<file path="src/lpc_pkg.sv">
package lpc_pkg;

    // match encoder group size
    localparam int LPC_GROUP   = 16;
    localparam int LPC_GROUP_W = 4;

    // stream widths: input 33 bits of fields, output 106 bits of fields
    localparam int LPC_S_DATA_W = 40;
    localparam int LPC_M_DATA_W = 112;
    localparam int LPC_M_PAD_W  = 6;

    typedef logic [31:0] lpc_word_t;
    typedef logic [7:0]  lpc_fill_t;

    // per-cycle control broadcast to every cell
    typedef struct packed {
        logic cmp_en;   // capture compare result
        logic upd_en;   // commit the shift
        logic hit;      // lookup found the page
    } lpc_cell_ctrl_t;

endpackage

</file>
<file path="src/lpc_match_enc.sv">
module lpc_match_enc #(
    parameter int N     = 128,
    parameter int IDX_W = 7
) (
    input  logic             aclk,
    input  logic             aresetn,
    input  logic [N-1:0]     match,
    output logic             hit,
    output logic [IDX_W-1:0] hit_idx
);

    localparam int NG  = (N + lpc_pkg::LPC_GROUP - 1) / lpc_pkg::LPC_GROUP;
    localparam int PAD = NG * lpc_pkg::LPC_GROUP;

    logic [PAD-1:0]                      match_pad;
    logic [NG-1:0]                       grp_hit_next;
    logic [NG-1:0]                       grp_hit_reg;
    logic [lpc_pkg::LPC_GROUP_W-1:0]     loc_next [NG];
    logic [lpc_pkg::LPC_GROUP_W-1:0]     loc_reg  [NG];
    logic                                hit_next;
    logic                                hit_reg;
    logic [IDX_W-1:0]                    idx_next;
    logic [IDX_W-1:0]                    idx_reg;

    assign match_pad = PAD'(match);

    // level 1: hit flag and local index per group (at most one match overall)
    always_comb begin
        for (int g = 0; g < NG; g++) begin
            grp_hit_next[g] = 1'b0;
            loc_next[g]     = '0;
            for (int j = 0; j < lpc_pkg::LPC_GROUP; j++) begin
                if (match_pad[g*lpc_pkg::LPC_GROUP + j]) begin
                    grp_hit_next[g] = 1'b1;
                    loc_next[g]     = loc_next[g] | lpc_pkg::LPC_GROUP_W'(j);
                end
            end
        end
    end

    // level 2: merge the groups into one index
    always_comb begin
        hit_next = |grp_hit_reg;
        idx_next = '0;
        for (int g = 0; g < NG; g++) begin
            if (grp_hit_reg[g]) begin
                idx_next = idx_next | IDX_W'(g * lpc_pkg::LPC_GROUP) | IDX_W'(loc_reg[g]);
            end
        end
    end

    always_ff @(posedge aclk) begin
        if (!aresetn) begin
            grp_hit_reg <= '0;
            hit_reg     <= 1'b0;
        end else begin
            grp_hit_reg <= grp_hit_next;
            hit_reg     <= hit_next;
        end
    end

    always_ff @(posedge aclk) begin
        loc_reg <= loc_next;
        idx_reg <= idx_next;
    end

    assign hit     = hit_reg;
    assign hit_idx = idx_reg;

endmodule

</file>
<file path="config.mk">
export PLATFORM = sky130hd
export DESIGN_NAME = lpc_match_enc
export DESIGN_NICKNAME = d
export VERILOG_FILES = /design/src/lpc_pkg.sv /design/src/lpc_match_enc.sv
export SDC_FILE = /design/constraint.sdc
export NUM_CORES = 1
export LEC_CHECK = 0
export BUFFER_PORTS_ARGS = -buffer_cell sky130_fd_sc_hd__buf_2
export CORE_MARGIN = 2
export CORE_UTILIZATION = 42
export CTS_CLUSTER_DIAMETER = 50
export DETAILED_ROUTE_END_ITERATION = 7
export PLACE_DENSITY = 0.81
export SYNTH_ARGS = -nofsm -noshare
export SYNTH_HDL_FRONTEND = slang
export SYNTH_SLANG_ARGS = --single-unit
</file>
<file path="constraint.sdc">
create_clock -name aclk -period 3.4 [get_ports aclk]
set_input_delay 0.34 -clock aclk [delete_from_list [all_inputs] [get_ports aclk]]
set_output_delay 0.34 -clock aclk [all_outputs]
set_load 0.01 [all_outputs]
</file>
### After elaboration in Yosys (flattened, before gate mapping)

Index checks and enable logic that the tools add are counted.

| word-level totals | value |
|---|---|
| bits in registers | 48 |
| logic and storage cells | 299 |
| output and inout port bits | 8 |
| bits of input ports | 130 |

| cells by class | value |
|---|---|
| bitwise logic cells | 7 |
| multiplexer cells | 232 |
| reductions and logical operators | 25 |

Operators by type and width:

| operator | number |
|---|---|
| two-way mux 1 bit | 144 |
| two-way mux 4 bit | 25 |
| two-way mux 3 bit | 32 |
| OR reduction 8 bit | 9 |
| two-way mux 7 bit | 7 |
| OR 7 x 4 -> 7 bit | 7 |
| two-way mux 2 bit | 24 |
| OR reduction 4 bit | 8 |
| OR reduction 2 bit | 8 |

### Depth between registers and ports, before layout

| logic depth | value |
|---|---|
| depth in word-level cells | 16 |
| mapped depth | 3 |
| gate-level depth less buffers | 3 |

### Worst setup path after synthesis

No wires, ideal clock.

| timing | value |
|---|---|
| path kind | in2reg |
| start point | input match[35] |
| end point | register grp_hit_reg[2] |
| data required time | 3,254 ps |
| library setup time | 146 ps |
| slack | 2,143 ps |
| stages on the path | 3 |
| arrival | 1,111 ps |
| path buffers | 0 |
| cells stage by stage | or4_1 nor3_2 a41oi_1 |

| on the way | value |
|---|---|
| word-level cells in the longest chain between the ends | 13 |

Ends and longest elaborated chain:

| element | line | source |
|---|---|---|
| from (decl) | lpc_match_enc.sv:7 | `input logic [N-1:0] match,` |
| two-way mux 1 bit (13 in a row) | lpc_match_enc.sv:33 | `if (match_pad[g*lpc_pkg::LPC_GROUP + j]) begin` |
| to (signal assigned) | lpc_match_enc.sv:57 | `grp_hit_reg <= grp_hit_next;` |
| to (decl) | lpc_match_enc.sv:17 | `logic [NG-1:0] grp_hit_reg;` |

No other way between the ends.
A chain may end at the register's enable or synchronous reset.

### Worst setup path in the final report

| timing | value |
|---|---|
| start point | register grp_hit_reg[5] |
| end point | register hit_reg (netlist: hit) |

| on the way | value |
|---|---|
| word-level cells in the longest chain between the ends | 1 |

Ends and longest elaborated chain:

| element | line | source |
|---|---|---|
| OR reduction 8 bit | lpc_match_enc.sv:43 | `hit_next = \|grp_hit_reg;` |
| to (signal assigned) | lpc_match_enc.sv:58 | `hit_reg <= hit_next;` |
| to (decl) | lpc_match_enc.sv:21 | `logic hit_reg;` |

No other way between the ends.

==> metrics.yaml <==
yosys:
  synth_nets: 319
  avgSynthCellArea_um2: 9.440
  ys_ff_latch: 48
  seq_area_frac_synth_pct: 53.86
  ys_warn_count: 0
  netlist_instances: 189
  synthDistinctLibCells: 18
  syn_area_um2: 1784
critical_path:
  cp.arrival_ns: 1.39
  rrSetupSlack_ns: 2.19
  worstPathRequired_ns: 3.58
  crit_path_start_kind: "register"
  endpoint_kind: "register"
  path_max_fanout: 6
  criticalPathCategory: "reg2reg"
global_routing:
  grt_max_degree: 14
  grtUsageTotal_pct: 21.48
  overflow: 0
  antenna_found_initial: 0
  grt_pass1_wl_um: 8466
  grt_pass1_vias: 1999
clock_network:
  clock_sinks: 48
  clkLatencyLatePin_ns: 0.29
  htree_levels: 2
  holdBufCountCts: 0
  cts_setup_buffers: 0
  clk_pin_slew_worst_paths_ns: 0.08
  root_buffer: "clkbuf_8"
  cts.path.max_buffers: 2
  cts-resized-gates: 0
  cts_made_buffers: 5
  cts_tree: "yes"
placed_design:
  place_ws_ns: 2.000
  dp_hpwl_um: 4173
  dp_cells: 376
  place.gp.congestion: 0.7678
  portBuffers: 137
sta:
  rsz0062_at_grt: "no"
  setup_viol_count_final: 0
  period_minus_slack_ns: 1.207
  timing.slew.headroom_pct: 68.69
  hold_viol: 0
  slew_viol_final: 0
  fin_ws_ns: 2.193
  setup_tns_ns: 0
  post-route-period-util_pct: 35.51
  fmax_mhz: 828.3
  tightest_slew_ns: 0.4654
  clock_skew_ns: 0.002182
drt:
  wirelength_um: 4986
  first_iter_violations: 66
  via_per_inst: 5.362
  drt_first_pass_iters: 4
  vias: 2059
  drc: 0
  routedWlPerCell_um: 12.98
  drtAntennaViolNets: 0
min_path:
  hold_path.class: "in2reg"
job:
  maxCapViolCount: 0
floorplanning:
  die_h_um: 69.18
  placementRows: 23
  initial_core_util_pct: 43.97
  fp.dieArea_um2: 4785
  io_pins: 138
  die_w_um: 69.18
  coreArea_um2: 4058
layout:
  largest_reg_flops: 32
  stdcell_count: 384
  final_util_pct: 64.63
  nets: 463
  diodes: 0
  syn2layout_area_growth_pct: 46.98
  drive_gt1_share_pct: 43.41
power:
  vdd.ir_drop.worst_mv: 0.2225
  powerDensity_nw_per_um2: 399.3
  p_total_mw: 1.047
  p_leak_nw: 1.112
status:
  status: "complete, no violations"
[area by class of cell]
type / count / area (um^2)
Inverter: 1 / 3.754
Multi-Input combinational cell: 140 / 819.5
Clock buffer: 8 / 90.09
Fill cell: 343 / 1435
Timing Repair Buffer: 137 / 685.7
Sequential cell: 48 / 960.9
Tap cell: 50 / 62.56
[kinds of logic after synthesis]
family / Yosys count / synth area share, %
simple gates: 116 / 35.34
flops: 48 / 53.86
compound gates: 24 / 10.59
buf+inv: 1 / 0.2102
[Yosys cell counts (all sizes together)]
cell type | n | area [um^2]
nand3 | 6 | 30.03
or4 | 11 | 82.58
or3 | 1 | 6.260
or2 | 1 | 6.260
o31a | 2 | 17.52
nand4 | 4 | 25.02
nand2 | 25 | 93.84
o21a | 1 | 7.510
inv | 1 | 3.750
a41oi | 5 | 43.79
nor2 | 15 | 56.30
nor3 | 6 | 35.03
nand3b | 1 | 7.510
dfxtp | 48 | 960.9
nand2b | 2 | 12.51
a22oi | 16 | 120.1
nor4 | 44 | 275.3
[power by group]
part	switching [mW]	leakage (nW)	internal, mW
registers	0.00896	0.392	0.570
logic	0.0588	0.674	0.0724
clock network	0.172	0.0455	0.166
[through the flow]
stage / hold WS [ns] / instance area (um^2)
2_1_floorplan: 0.4241 / 1784
3_3_place_gp: 0.4443 / 2532
3_5_place_dp: 0.4441 / 2532
4_1_cts: 0.2366 / 2623
5_1_grt: 0.2392 / 2623
6_report: 0.2421 / 2623
[per-layer routing]
layer | vias to the layer above | GRT usage [%] | part of all wire [%]
met5 | - | 0 | 0
met4 | 0 | 8.932 | 2.2
met3 | 10 | 3.779 | 7.2
met2 | 101 | 36.32 | 48
met1 | 900 | 26.97 | 42
li1 | 1048 | - | -
[critical path, cell delays in order (launching register included)]
cell	delay, ns
dfxtp_1	0.37
or4_1	0.57
nor2_1	0.12
nor2_1	0.04
[cell usage in the layout (no fill, tap or decap)]
cell type | synthesis | layout
nand2b_1 | 2 | 2
clkbuf_1 | 0 | 2
a22oi_1 | 16 | 16
a41oi_1 | 5 | 5
nand3b_1 | 1 | 1
nand4_1 | 4 | 4
nand2_1 | 25 | 25
nor4_1 | 44 | 44
nor3_1 | 5 | 5
or4_1 | 11 | 11
clkbuf_8 | 0 | 6
nor3_2 | 1 | 1
or3_1 | 1 | 1
o31a_1 | 2 | 2
buf_2 | 0 | 137
dfxtp_1 | 48 | 48
inv_1 | 1 | 1
or2_2 | 1 | 1
nor2_1 | 15 | 15
o21a_1 | 1 | 1
nand3_1 | 6 | 6
[worst paths after layout]
kind | start | cells after the start | end
max | grp_hit_reg[5] | 3 | hit
min | match[120] | 3 | loc_reg[3]
max reg2reg | grp_hit_reg[5] | 3 | hit
min reg2reg | loc_reg[16] | 2 | hit_idx[0]
(Power assumes the default switching activity.)
