File: src/lpc_pkg.sv
package lpc_pkg;

    // match encoder group size
    localparam int LPC_GROUP   = 16;
    localparam int LPC_GROUP_W = 4;

    // stream widths: input 33 bits of fields, output 106 bits of fields
    localparam int LPC_S_DATA_W = 40;
    localparam int LPC_M_DATA_W = 112;
    localparam int LPC_M_PAD_W  = 6;

    typedef logic [31:0] lpc_word_t;
    typedef logic [7:0]  lpc_fill_t;

    // per-cycle control broadcast to every cell
    typedef struct packed {
        logic cmp_en;   // capture compare result
        logic upd_en;   // commit the shift
        logic hit;      // lookup found the page
    } lpc_cell_ctrl_t;

endpackage

File: src/lpc_cell.sv
module lpc_cell #(
    parameter int INDEX     = 0,
    parameter int IDX_W     = 7,
    parameter int PAGE_BITS = 32
) (
    input  logic                     aclk,
    input  logic                     aresetn,
    input  lpc_pkg::lpc_cell_ctrl_t  ctrl,
    input  logic [IDX_W-1:0]         hit_idx,
    input  logic [PAGE_BITS-1:0]     key_page,
    input  logic [PAGE_BITS-1:0]     prev_page,
    input  logic                     prev_valid,
    output logic [PAGE_BITS-1:0]     page,
    output logic                     valid,
    output logic                     match
);

    logic [PAGE_BITS-1:0] page_reg;
    logic                 valid_reg;
    logic                 match_reg;
    logic                 shift_en;

    // take the neighbor's entry on a miss, or on a hit at this slot or at a higher index
    assign shift_en = ctrl.upd_en && (!ctrl.hit || (IDX_W'(INDEX) <= hit_idx));

    always_ff @(posedge aclk) begin
        if (!aresetn) begin
            valid_reg <= 1'b0;
            match_reg <= 1'b0;
        end else begin
            if (ctrl.cmp_en) begin
                match_reg <= valid_reg && (page_reg == key_page);
            end
            if (shift_en) begin
                valid_reg <= prev_valid;
            end
        end
    end

    // entry payload, no reset
    always_ff @(posedge aclk) begin
        if (shift_en) begin
            page_reg <= prev_page;
        end
    end

    assign page  = page_reg;
    assign valid = valid_reg;
    assign match = match_reg;

endmodule

File: config.mk
export PLATFORM = sky130hd
export DESIGN_NAME = lpc_cell
export DESIGN_NICKNAME = d
export VERILOG_FILES = /design/src/lpc_pkg.sv /design/src/lpc_cell.sv
export SDC_FILE = /design/constraint.sdc
export NUM_CORES = 1
export LEC_CHECK = 0
export ABC_AREA = 0
export BUFFER_PORTS_ARGS = -buffer_cell sky130_fd_sc_hd__buf_2
export CORE_ASPECT_RATIO = 1.2
export CORE_MARGIN = 2
export CORE_UTILIZATION = 41
export DETAILED_ROUTE_END_ITERATION = 6
export HOLD_SLACK_MARGIN = 0.1
export PLACE_DENSITY = 0.94
export RECOVER_POWER = 50
export SLEW_MARGIN = 20
export SYNTH_ARGS = -nofsm -noshare
export SYNTH_HDL_FRONTEND = slang
export SYNTH_SLANG_ARGS = --single-unit
File: constraint.sdc
create_clock -name aclk -period 4.4 [get_ports aclk]
set_input_delay 0.66 -clock aclk [delete_from_list [all_inputs] [get_ports aclk]]
set_output_delay 0.66 -clock aclk [all_outputs]
set_load 0.005 [all_outputs]
Word-level counts from Yosys, hierarchy flattened
Cells that the tools add are included.

word-level totals
  bits in registers = 34
  input bits = 77
  output and inout bits = 34
  word-level logic and storage cells = 9

operators by class
  order comparisons = 1
  equality and inequality tests = 1
  reduce and logical (&&, ||, !) cells = 4

operator list
  cell                                                                  number
  32-bit equality test                                                  1
  1-bit by 7-bit <= comparator with 1-bit output, first input constant  1
  1-bit logical AND                                                     2
  1-bit zero test                                                       1
  1-bit logical OR                                                      1

Longest topological paths before layout
Gate-level depths: netlist of the first run.

  word-level depth = 3
  depth in mapped cells = 5

Worst setup path after synthesis of the first run
OpenSTA, ideal clock, no wires.

  path kind = input to register
  from = input port ctrl[1] (netlist bit)
  to = register page_reg[0] (netlist: page[0]) (enable)
  library setup time = 0.400 ns
  data arrival time = 1.557 ns
  data required time = 4.000 ns
  slack = 2.443 ns
  stages = 1
  cells stage by stage = clkbuf_1

on the way
  word-level cells in the longest chain between the ends = 1

RTL lines
  item                  RTL line        text
  start, declared       lpc_cell.sv:8   input lpc_pkg::lpc_cell_ctrl_t ctrl,
  1-bit logical AND     lpc_cell.sv:24  assign shift_en = ctrl.upd_en && (!ctrl.hit || (IDX_W'(INDEX) <= hit_idx));
  end signal, assigned  lpc_cell.sv:43  page_reg <= prev_page;
  end, declared         lpc_cell.sv:18  logic [PAGE_BITS-1:0] page_reg;

Every way passes these cells.
A chain may end at the register's enable or synchronous reset.

Worst setup path in the final report of the first run
  from = input port ctrl[1] (netlist bit)
  to = register valid_reg (netlist: valid)

on the way
  word-level cells in the longest chain between the ends = 1

RTL lines
  item                  RTL line        text
  1-bit logical AND     lpc_cell.sv:24
  end signal, assigned  lpc_cell.sv:35  valid_reg <= prev_valid;
  end, declared         lpc_cell.sv:19  logic valid_reg;

Every way passes these cells.

==> results of run 1 <==
where the power goes:
part	leakage, nW	switching [mW]	total [mW]	internal, mW
logic	0.495	0.0411	0.102	0.0608
clock network	0.0395	0.0970	0.209	0.112
registers	0.329	0.0153	0.398	0.383
total	0.864	0.153	0.709	0.556
routing by layer:
metal	track usage [%]	vias up	routed length (um)
li1	-	522	-
met3	3.45	7	114
met1	15.2	496	1030
met5	0	-	0
met2	32.6	32	2010
met4	9.59	0	68
logic make-up after synthesis:
family                    count (synthesis)
DFF                                      34
xor gates and xnor gates                 32
and+or+nand+nor                          15
muxes                                     1
buffers and inverters                     1
per-stage QoR:
| step | hold slack [ps] | cells | setup WS [ps] | utilization, % |
|---|---|---|---|---|
| 4_1_cts | 484 | 229 | 2880 | 61.5 |
| 3_3_place_gp | 453 | 221 | 2710 | 59.1 |
| 5_1_grt | 496 | 229 | 2140 | 61.5 |
| 6_report | 477 | 229 | 2270 | 61.5 |
| 3_5_place_dp | 472 | 221 | 2650 | 59.1 |
| 2_1_floorplan | 461 | 83 | 2440 | - |
worst max-delay path: cells and delay by family:
family        cells  cell delay [ps]
buf+inv           1             1260
mux               1              300
simple gates      1               70
cell usage in the layout (no fill, tap or decap):
master,instances
nor4_1,2
clkbuf_8,5
nor3_1,1
buf_2,101
nand4_1,8
edfxtp_1,32
clkbuf_1,4
nand2_1,1
xor2_1,3
nand3b_1,1
nor2b_1,1
nand3_1,1
xnor2_1,29
mux2i_1,1
dfxtp_1,2
path summary, 6_finish.rpt:
check,startpoint,end,cells after the start
worst min-delay path,match,match,2
worst max-delay path,ctrl[1],valid,3
worst min register to register,match,match,2
worst max register to register,page[0],match,5
cell type report:
type / instances / area [um^2]
Fill cell: 288 / 1260
Sequential cell: 34 / 1000
Timing Repair Buffer: 102 / 509
Clock buffer: 8 / 80.1
Tap cell: 37 / 46.3
Multi-Input combinational cell: 48 / 380
==> flow_metrics.tcl, run 1 <==
set metrics [dict create \
    outcome "finished, violations left" \
    violations "capacitance limit, slew limit" \
    final.period_utilization_pct 48.5 \
    clock_skew_ps 2.34 \
    critPathCaptureType "flip-flop" \
    cts_max_path_buffers 2 \
    synth_compound_area_share_pct 0 \
    grt_pass1_wl_um 4540 \
    drv_slew 34 \
    crit_path_max_incr_delay_ps 1260 \
    hold_class "reg -> reg" \
    crit_fanout 33 \
    die_w_um 57.1 \
    peakVddDrop_v 0.000283 \
    cts_hold_buffers 0 \
    worstMarginPinSlew_ps 1780 \
    synthSimpleGateAreaFrac_pct 6.50 \
    core_area_um2 3280 \
    yosys_warnings 0 \
    synth_xor_xnor_area_share_pct 20.2 \
    hpwlAfterDp_um 2690 \
    setup_tns_ps 0 \
    critPathKind "in -> reg" \
    wire_per_inst_um 14.1 \
    final_hold_viol_count 0 \
    design_area_um2 2020 \
    tritoncts "done" \
    synth_top_family_by_area "XOR/XNOR gates" \
    row_count 23 \
    drc 0 \
    firstDrtPassIters 4 \
    synth-seq-cells 34 \
    synth-adder-area-share_pct 0 \
    wl_um 3230 \
    relSlewSlack_pct -18.8 \
    synthTopCellsByCount "edfxtp_1 (32), xnor2_1 (29), nand4_1 (8), xor2_1 (3)" \
    vias 1057 \
    synth_edf_count 32 \
    nets 268 \
    powerDensity_nw_per_um2 352 \
    finalSetupViolCount 0 \
    synth_cells 83 \
    grt_util_all_layers_pct 16.4 \
    arrival_ps 2290 \
    synthesis.nets 160 \
    drt_iter0_markers 11 \
    cts_root_buf "clkbuf_8" \
    synthMuxAreaShare_pct 0.723 \
    die_area_um2 3860 \
    overflow 0 \
    rsz0062_at_grt "no" \
    port_buffers 102 \
    yosys.cell_types.count 13 \
    area_growth_pct 45.6 \
    drive_gt1_share_pct 55.2 \
    antenna_found_initial 0 \
    post_dp_cell_area_um2 1940 \
    yosysTopAreaCell "edfxtp_1" \
    avgViaCountPerCell 4.62 \
    syn_area_um2 1390 \
    numCtsBuffers 5 \
    largest_reg_flops 32 \
    gp_congestion 0.721 \
    postCtsSetupRepairBufs 0 \
    fmax_mhz 469 \
    worstPathRequired_ps 4560 \
    cp_slowest_cell "clkbuf_1" \
    cp-start-kind "input port" \
    grt_pass1_vias 1079 \
    htreeDepth 2 \
    synth-async-reset-ratio_pct 0 \
    synth.top_cell.area_share_pct 69.4 \
    cts_resized 0 \
    yosys_most_used_dff "edfxtp_1" \
    grt_max_degree 34 \
    diodes 0 \
    cap_viol_max_count 1 \
    min_period_ps 2130 \
    die_h_um 67.7 \
    synth-seq-area-share_pct 72.3 \
    p_total_mw 0.709 \
    pin_count 111 \
    synth_area_leaders "edfxtp_1 (69%), xnor2_1 (18%), nand4_1 (3.6%)" \
    worstPathCellList "clkbuf_1, mux2i_1, nor2b_1" \
    initial_core_util_pct 42.2 \
    path_clk_slew_ps 60 \
    clock-sinks 34 \
    rrSetupSlack_ps 3070 \
    yosysMostFrequentCell "edfxtp_1" \
    clk_latency_ps 270 \
    final_antenna_net_count 0 \
    p_leak_nw 0.864 \
    synth_area_per_cell_um2 16.7 \
]
(Power assumes the default switching activity.)
==> run 2, diff against run 1 <==
Settings changed: CORE_UTILIZATION 41 to 38, PLACE_DENSITY 0.94 to 0.89.
Clock period 4.4 ns to 2.2 ns, I/O delays scaled along.
==> flow_metrics.tcl, run 2 (synthesis gave the netlist of run 1 again) <==
set metrics [dict create \
    cts_hold_buffers 0 \
    final_hold_viol_count 0 \
    core_area_um2 3570 \
    antenna_found_initial 0 \
    critPathKind "reg -> reg" \
    grt_pass1_vias 1131 \
    nets 268 \
    drt_iter0_markers 23 \
    grt_max_degree 34 \
    final_cells 231 \
    firstDrtPassIters 3 \
    avgViaCountPerCell 4.52 \
    peakVddDrop_v 0.000356 \
    area_growth_pct 46.3 \
    cts_resized 0 \
    multi_input_area_um2 380 \
    diodes 0 \
    layout_common_cells "buf_2 (102), edfxtp_1 (32), xnor2_1 (29), nand4_1 (8), clkbuf_8 (5)" \
    initial_core_util_pct 38.8 \
    relSlewSlack_pct 52.1 \
    gp_congestion 0.765 \
    timing.hold.ws_ps 224 \
    clk_latency_ps 280 \
    overflow 0 \
    clock_skew_ps 3.93 \
    path_delay_family "simple AND/OR/NAND/NOR gates" \
    ff_latch_area_um2 1000 \
    tritoncts "done" \
    die_w_um 59.1 \
    clock-sinks 34 \
    setup_tns_ps 0 \
    wire_per_inst_um 13.3 \
    timing.reg2reg.worst_path_depth 5 \
    worstPathRequired_ps 2420 \
    final_antenna_net_count 0 \
    final_common_cell "buf_2" \
    cts_max_path_buffers 2 \
    utilization_pct 56.7 \
    rr_endpoint "match" \
    postCtsSetupRepairBufs 0 \
    cp_slowest_cell "edfxtp_1" \
    p_leak_nw 0.869 \
    finalSetupViolCount 0 \
    htreeDepth 2 \
    arrival_ps 1530 \
    vias 1045 \
    fmax_mhz 767 \
    min_period_ps 1300 \
    final.period_utilization_pct 59.3 \
    grt_util_all_layers_pct 16.1 \
    die_h_um 70.1 \
    crit_fanout 2 \
    port_buffers 102 \
    startpoint "page[9]" \
    p_total_mw 1.43 \
    largest_reg_flops 32 \
    place_inst 223 \
    row_count 24 \
    cp-start-kind "flip-flop" \
    crit_buf_inv 0 \
    outcome "complete, no violations" \
    crit_path_max_incr_delay_ps 420 \
    worstPathCellList "xnor2_1, nand4_1, nor4_1, nand3_1, nand2_1" \
    path_clk_slew_ps 70 \
    hold_class "in -> reg" \
    min_to "page[25]" \
    die_area_um2 4150 \
    rrSetupSlack_ps 900 \
    pin_count 111 \
    cts_root_buf "clkbuf_8" \
    rsz0062_at_grt "no" \
    worstMarginPinSlew_ps 719 \
    drive_gt1_share_pct 56.8 \
    drv_slew 0 \
    n_fill_cell 323 \
    numCtsBuffers 5 \
    r2r-start "page[9]" \
    hold_depth 1 \
    critPathCaptureType "flip-flop" \
    powerDensity_nw_per_um2 704 \
    grt_pass1_wl_um 4790 \
    drc 0 \
    cap_viol_max_count 0 \
    hp-start "prev_page[25]" \
    wl_um 3070 \
]
==> run 2: cell type report <==
| type | instances | share of cell area (%) |
|---|---|---|
| sequential | 34 | 49.4 |
| timing repair buffer | 102 | 25.2 |
| multi-input combinational | 48 | 18.8 |
| clock buffer | 5 | 3.40 |
| tap | 39 | 2.41 |
| clock inverter | 3 | 0.803 |
==> run 2: worst register-to-register path, stage by stage, from the launching register on <==
cell	delay (ps)
edfxtp_1	420
xnor2_1	170
nand4_1	120
nor4_1	360
nand3_1	110
nand2_1	70
==> run 2: metal layers <==
layer | routed length (um) | track usage, % | vias up
met5 | 0 | 0 | -
met4 | 43 | 8.33 | 0
met3 | 168 | 3.52 | 4
met2 | 1790 | 30.9 | 52
met1 | 1070 | 15.0 | 467
li1 | - | - | 522
==> run 2: how the worst max path moves through the flow <==
stage,end,slack (ps),cells past startpoint
after global routing,match,690,5
after CTS,match,830,5
after global placement,match,830,6
after floorplan,page[0],570,1
final,match,900,5
after detailed placement,match,820,6
==> run 2: power breakdown <==
group	internal [mW]	switching, mW	total [mW]
registers	0.765	0.0312	0.796
logic	0.122	0.0798	0.201
clock network	0.216	0.213	0.430
total	1.10	0.324	1.43
==> run 2: metrics by stage <==
stage          setup WS [ps]  cell area, um^2
2_1_floorplan            573             1390
3_3_place_gp             833             1940
3_5_place_dp             825             1940
4_1_cts                  832             2030
5_1_grt                  688             2030
6_report                 896             2030
==> run 3, diff against run 2 <==
Settings changed: CORE_UTILIZATION 38 to 35, PLACE_DENSITY 0.89 to 0.87.
Clock period 2.2 ns to 1.1 ns, I/O delays scaled along.
==> flow_metrics.tcl, run 3 (synthesis gave the netlist of run 1 again) <==
set metrics [dict create \
    fmax_mhz 809 \
    overflow 0 \
    rsz0062_at_grt "yes" \
    tritoncts "done" \
    vias 1255 \
    p_int_mw 2.30 \
    layout_common_cells "buf_2 (101), dlygate4sd3_1 (32), edfxtp_1 (32), xnor2_1 (28), nand4_1 (8)" \
    initial_core_util_pct 35.7 \
    diodes 0 \
    n_fill_cell 331 \
    worstPathRequired_ps 1330 \
    drt_iter0_markers 23 \
    sw_frac_of_total_pct 22.9 \
    startpoint "page[0]" \
    utilization_pct 62.0 \
    violations "setup timing" \
    worstMarginPinSlew_ps 830 \
    r2r-start "page[0]" \
    cts_max_path_buffers 2 \
    numCtsBuffers 5 \
    drc 0 \
    crit_fanout 2 \
    drive_gt1_share_pct 49.8 \
    pin_count 111 \
    gp_congestion 0.733 \
    timing.hold.ws_ps 150 \
    largest_reg_flops 32 \
    antenna_found_initial 0 \
    area_growth_pct 73.6 \
    rr_endpoint "match" \
    grt_max_degree 34 \
    die_area_um2 4480 \
    p_total_mw 2.98 \
    timing.reg2reg.worst_path_depth 5 \
    die_h_um 72.9 \
    die_w_um 61.4 \
    firstDrtPassIters 4 \
    sequentialPowerShare_pct 53.6 \
    powerDensity_nw_per_um2 1240 \
    core_area_um2 3880 \
    cp_slowest_cell "edfxtp_1" \
    avgViaCountPerCell 4.47 \
    crit_path_max_incr_delay_ps 420 \
    final.period_utilization_pct 112 \
    endpoint "match" \
    final_common_cell "buf_2" \
    peakVddDrop_v 0.000877 \
    final_hold_viol_count 0 \
    p_leak_nw 1.03 \
    port_buffers 102 \
    cts_root_buf "clkbuf_8" \
    outcome "finished, violations left" \
    grt_pass1_vias 1361 \
    critPathCaptureType "flip-flop" \
    finalSetupViolCount 2 \
    grt_pass1_wl_um 5870 \
    preCtsSetupSlack_ps -223 \
    relSlewSlack_pct 44.6 \
    design_area_um2 2400 \
    row_count 25 \
    comb_power_share_pct 17.7 \
    post_dp_cell_area_um2 1990 \
    clock-sinks 34 \
    wl_um 3980 \
    min_period_ps 1240 \
    ff_latch_area_um2 1000 \
    grt_util_all_layers_pct 18.6 \
    hpwlAfterDp_um 2730 \
    critPathKind "reg -> reg" \
    arrival_ps 1460 \
    setup_ws_ps -136 \
    htreeDepth 2 \
    clk_latency_ps 280 \
    path_clk_slew_ps 60 \
    hold_depth 2 \
    rrSetupSlack_ps -140 \
    cp-start-kind "flip-flop" \
    final_antenna_net_count 0 \
    worstPathCellList "xnor2_1, nand4_1, nor4_2, nand3_1, nand2_1" \
    nets 303 \
    drv_slew 0 \
    clock_skew_ps 4.81 \
    p_sw_mw 0.682 \
    wire_per_inst_um 14.2 \
    clkPwrFrac_pct 28.7 \
    hold_class "in -> reg" \
    multi_input_area_um2 394 \
    cap_viol_max_count 0 \
]
run 3: cell count changes in the layout (fill, tap and decap cells not counted), sizes merged:
| cell | change |
|---|---|
| dlygate4sd3 | +32 |
| buf | +2 |
| clkbuf | +2 |
| clkinvlp | -1 |
run 3: worst min path at each step:
stage / from / to / slack, ps
after floorplan: prev_page[0] / page[0] / 260
after global placement: prev_page[26] / page[26] / 340
after detailed placement: prev_page[23] / page[23] / 340
after CTS: aresetn / valid / 150
after global routing: aresetn / valid / 150
final: aresetn / valid / 150
run 3: final cells by class:
cell class / count / area share, %
flip-flops and latches: 34 / 41.6
repair buffers: 137 / 35.8
multi-input cells: 48 / 16.4
clock buffers: 6 / 3.02
well taps: 54 / 2.81
clock inverters: 2 / 0.364
run 3: worst max-delay path, delay by kind of cell, from the launching register on:
family,cells,cell delay (ps)
and+or+nand+nor,4,580
DFF,1,420
xor gates and xnor gates,1,180
run 3: metal layers:
metal | wire (um) | global-route usage (%)
met1 | 1250 | 17.4
met2 | 2430 | 35.3
met3 | 152 | 3.55
met4 | 146 | 11.1
met5 | 0 | 0
run 3: metrics by stage:
stage,instances,setup TNS (ps)
CTS,281,-214
global route,281,-308
floorplan,83,-4.90
finish,281,-155
global placement,241,-210
detailed placement,241,-223
run 3: timing repair:
action                                  4_1_cts  5_1_grt
resized for setup                             2        2
pin swaps                                     1        4
hold endpoints to repair                     32        0
hold buffers                                 32        0
setup buffers                                 0        1
endpoints found under the setup margin        2        2
run 3: power by group through the flow:
| stage | Combinational, mW | Clock (mW) | Sequential [mW] |
|---|---|---|---|
| 2_1_floorplan | 0.153 | 0 | 1.63 |
| 3_3_place_gp | 0.416 | 0 | 1.61 |
| 3_5_place_dp | 0.433 | 0 | 1.62 |
| 4_1_cts | 0.528 | 0.888 | 1.59 |
| 5_1_grt | 0.574 | 0.937 | 1.61 |
| 6_report | 0.526 | 0.856 | 1.60 |
